**src/gfla_pkg.sv**
```systemverilog
// Shared types and constants for the lock arbiter.
`default_nettype none
package gfla_pkg;
    localparam logic [2:0] REQ_SEED    = 3'd0;
    localparam logic [2:0] REQ_CREATE  = 3'd1;
    localparam logic [2:0] REQ_DESTROY = 3'd2;
    localparam logic [2:0] REQ_ACQUIRE = 3'd3;
    localparam logic [2:0] REQ_RELEASE = 3'd4;

    localparam logic [2:0] ST_OK       = 3'd0;
    localparam logic [2:0] ST_BAD_ARG  = 3'd1;
    localparam logic [2:0] ST_NO_FREE  = 3'd2;
    localparam logic [2:0] ST_INACTIVE = 3'd3;
    localparam logic [2:0] ST_NOT_OWN  = 3'd4;
    localparam logic [2:0] ST_FULL     = 3'd5;

    localparam logic [31:0] LCG_MUL = 32'd1664525;
    localparam logic [31:0] LCG_ADD = 32'd1013904223;
    localparam logic [6:0]  PCT_MOD = 7'd100;
    localparam logic [6:0]  FAVOR_MAX = 7'd100;
    // floor(x / 100) = (x * PCT_RECIP) >> 37 for every 32-bit x
    localparam logic [31:0] PCT_RECIP = 32'h51EB_851F;

    typedef struct packed {
        logic [2:0]  req_type;
        logic [4:0]  lock_index;
        logic [5:0]  requester_id;
        logic [7:0]  group_id;
        logic [6:0]  favor_percent;
        logic [31:0] seed_value;
    } req_t;

    typedef struct packed {
        logic [2:0] status;
        logic [3:0] created_index;
        logic       grant_valid;
        logic [3:0] grant_lock;
        logic [5:0] grant_requester;
    } rsp_t;
endpackage
`default_nettype wire

```
**src/gfla_front.sv**
```systemverilog
// Front end: request queue that decouples the input port from the engine.
`default_nettype none
module gfla_front
(
    input  wire logic            clk,
    input  wire logic            rst_n,
    input  wire logic            push,
    output logic                 full,
    input  wire gfla_pkg::req_t  in_word,
    output logic                 req_valid,
    input  wire logic            req_take,
    output gfla_pkg::req_t       req_word
);
    import gfla_pkg::*;

    req_t       slot_reg [2];
    logic [1:0] count_reg;
    logic       wr_reg;
    logic       rd_reg;

    assign full      = (count_reg == 2'd2);
    assign req_valid = (count_reg != 2'd0);
    assign req_word  = slot_reg[rd_reg];

    always_ff @(posedge clk)
    begin
        if (push && !full)
        begin
            slot_reg[wr_reg] <= in_word;
        end
    end

    always_ff @(posedge clk or negedge rst_n)
    begin
        if (!rst_n)
        begin
            count_reg <= 2'd0;
            wr_reg    <= 1'b0;
            rd_reg    <= 1'b0;
        end
        else
        begin
            if (push && !full)
            begin
                wr_reg <= ~wr_reg;
            end
            if (req_take && req_valid)
            begin
                rd_reg <= ~rd_reg;
            end
            count_reg <= count_reg + 2'((push && !full) ? 1 : 0)
                                   - 2'((req_take && req_valid) ? 1 : 0);
        end
    end
endmodule
`default_nettype wire

```
**config.mk**
```make
export PLATFORM = sky130hd
export DESIGN_NAME = gfla_front
export DESIGN_NICKNAME = d
export VERILOG_FILES = /design/src/gfla_pkg.sv /design/src/gfla_front.sv
export SDC_FILE = /design/constraint.sdc
export NUM_CORES = 1
export LEC_CHECK = 0
export BUFFER_PORTS_ARGS = -buffer_cell sky130_fd_sc_hd__buf_2
export CORE_MARGIN = 4
export CORE_UTILIZATION = 45
export DETAILED_ROUTE_END_ITERATION = 12
export PLACE_DENSITY_LB_ADDON = 0.3
export SYNTH_ARGS = -nofsm -noshare
export SYNTH_HDL_FRONTEND = slang
export SYNTH_SLANG_ARGS = --single-unit
```
**constraint.sdc**
```tcl
create_clock -name clk -period 4.9 [get_ports clk]
set_clock_uncertainty 0.15 [all_clocks]
set_input_delay 0.98 -clock clk [delete_from_list [all_inputs] [get_ports clk]]
set_output_delay 0.98 -clock clk [all_outputs]
set_load 0.02 [all_outputs]
```
==> flow_metrics.tcl <==
set metrics [dict create \
    status "finished clean" \
    fmax_mhz 289 \
    filler_cell_count 807 \
    synth_cell_type_count 16 \
    worst_pin_slew_ns 1.15 \
    clk_pin_slew_ns 0.06 \
    ctsHoldBuffers 0 \
    ff2ff_path_depth 3 \
    die_area_sq_mm 0.0126 \
    yosys_warnings 0 \
    layout.nets 417 \
    powerDensity_mw_per_mm2 669 \
    final_common_cell "buf_2" \
    row_count 37 \
    antenna_found_initial 1 \
    largest_reg_flops 122 \
    drc 0 \
    crit_path_max_fanout 62 \
    r2r_setup_slack_ns 2.60 \
    ioPinCount 128 \
    die_y_um 112 \
    finalSetupViolCount 0 \
    core_area_sq_mm 0.0105 \
    wl_um 8140 \
    grt_pass1_vias 2514 \
    critPathRequiredTime_ns 3.77 \
    syn-num-nets 275 \
    fin_area_sq_mm 0.00623 \
    cts_buffers 17 \
    drtPass1Iterations 4 \
    area_growth_pct 27.0 \
    maxSlewHeadroom_pct 23.2 \
    viasPerCell 4.71 \
    dpl.cell_count 467 \
    post_cts_resized 0 \
    avgSynthCellArea_sq_um 23.6 \
    start_util_pct 46.9 \
    cts_root_buffer "clkbuf_8" \
    total_power_uw 4170 \
    ys_seq_area_share_pct 76.7 \
    cts_max_path_buffers 2 \
    grt_usage_pct 13.2 \
    cp-end-kind "output port" \
    p_switching_uw 1260 \
    insertion_delay_ns 0.50 \
    antenna_cells 0 \
    min_path_type "input pin to async pin" \
    cp-endpoint "req_word[0]" \
    ys_ff_latch 126 \
    grt.overflow.total 0 \
    cp-startpoint "rd_reg$_DFFE_PN0P_" \
    tns_ns 0 \
    critPathKind "flop to output port" \
    maxCapViolations 0 \
    r2r_end "slot_reg[1][28]$_DFFE_PP_" \
    worstSetupStartpointType "flop" \
    finalNonFillerCells 499 \
    period_needed_ns 3.46 \
    drtAntennaViolNets 0 \
    p_clk_share_pct 30.1 \
    tritoncts "done" \
    comb_power_share_pct 29.7 \
    gp_congestion 0.703 \
    grt_max_degree 63 \
    timing.final.crit_share_pct 70.6 \
    p_int_uw 2900 \
    hold_viol 0 \
    power_leakage_uw 0.00253 \
    drt_iter0_markers 113 \
    port_buffers 127 \
    syn_area_sq_mm 0.00491 \
    vias 2351 \
    crit_arrival_ns 2.33 \
    postCtsSetupBuffers 0 \
    reg2reg_from "count_reg[1]$_DFF_PN0_" \
    dp_hpwl_um 5300 \
    wire_per_inst_um 16.3 \
    final_cell_mix "127 x buf_2, 122 x edfxtp_1, 59 x mux2_4" \
    syn_inst 208 \
    seq_power_share_pct 40.2 \
    worst_ir_drop_vdd_v 0.000624 \
    ctsHtreeMaxLevel 4 \
    drv_slew 0 \
    rsz0062_at_grt "no" \
    swShare_pct 30.3 \
    die_x_um 112 \
    drive_above_1_share_pct 62.5 \
    grt_pass1_wl_um 12400 \
    cts.sinks 126 \
    post_dp_cell_area_sq_mm 0.00562 \
]
## routing by layer
| metal | up-vias | track usage [%] | wire (um) |
|---|---|---|---|
| li1 | 1101 | - | - |
| met1 | 1153 | 14.8 | 3290 |
| met2 | 86 | 22.1 | 4150 |
| met3 | 9 | 5.44 | 585 |
| met4 | 2 | 5.77 | 106 |
| met5 | - | 0 | 7 |
## power groups by stage
stage	Clock [uW]	Combinational, uW	Sequential [uW]
floorplan	0	1120	1560
global placement	0	1240	1690
detailed placement	0	1250	1700
CTS	1280	1260	1680
global route	1340	1300	1710
finish	1250	1240	1680
## through the flow
step           setup WS (ns)  hold slack [ns]  utilization [%]
6_report                1.44            0.122             59.6
5_1_grt                 1.35           0.0907             59.6
4_1_cts                 1.43           0.0901             59.6
3_5_place_dp            1.99            0.365             53.7
3_3_place_gp            1.98            0.346             53.7
2_1_floorplan          0.644            0.311                -
## critical path, stage by stage, from the launching register on
cell     delay [ns]
dfrtp_4        1.15
mux2_2         0.42
buf_2          0.16
## kinds of logic after synthesis
logic type               count (synthesis)  share of synthesized area (%)
buffers and inverters                    9                           2.83
adder cells (fa/ha/maj)                  2                          0.510
AND/OR/NAND/NOR                          6                          0.714
multiplexers                            61                           18.5
XOR/XNOR                                 4                          0.714
flip-flops                             126                           76.7
## area by class of cell
type | instances | area (sq um) | share of cell area (%)
Tap cell | 136 | 170 | 2.73
Inverter | 2 | 7.51 | 0.120
Timing Repair Buffer | 130 | 658 | 10.6
Sequential cell | 126 | 3770 | 60.5
Multi-Input combinational cell | 73 | 1010 | 16.2
Clock inverter | 12 | 160 | 2.57
Clock buffer | 20 | 455 | 7.31
## how the worst min path moves through the flow
stage               slack, ns  cells past startpoint                   start                     end
global placement         0.35                      1  count_reg[0]$_DFF_PN0_  count_reg[0]$_DFF_PN0_
floorplan                0.31                      1      wr_reg$_DFFE_PN0N_      wr_reg$_DFFE_PN0N_
CTS                      0.09                      1                   rst_n  count_reg[0]$_DFF_PN0_
detailed placement       0.37                      1  count_reg[0]$_DFF_PN0_  count_reg[0]$_DFF_PN0_
global route             0.09                      1                   rst_n  count_reg[0]$_DFF_PN0_
finish                   0.12                      1                   rst_n  count_reg[0]$_DFF_PN0_
## synthesized netlist by cell type
cell,number,area share [%]
xor2_1,1,0.18
and3_1,1,0.13
edfxtp_1,122,75
inv_1,2,0.15
nand2b_1,1,0.13
xnor2_1,3,0.54
dfrtp_1,4,2.0
nor2_1,1,0.076
buf_12,6,2.4
nand2_1,1,0.076
mux2_4,59,18
mux2_2,2,0.46
and2_4,1,0.18
or2_1,1,0.13
ha_1,2,0.51
buf_6,1,0.23
No activity file was read; power rests on OpenSTA's default activity.
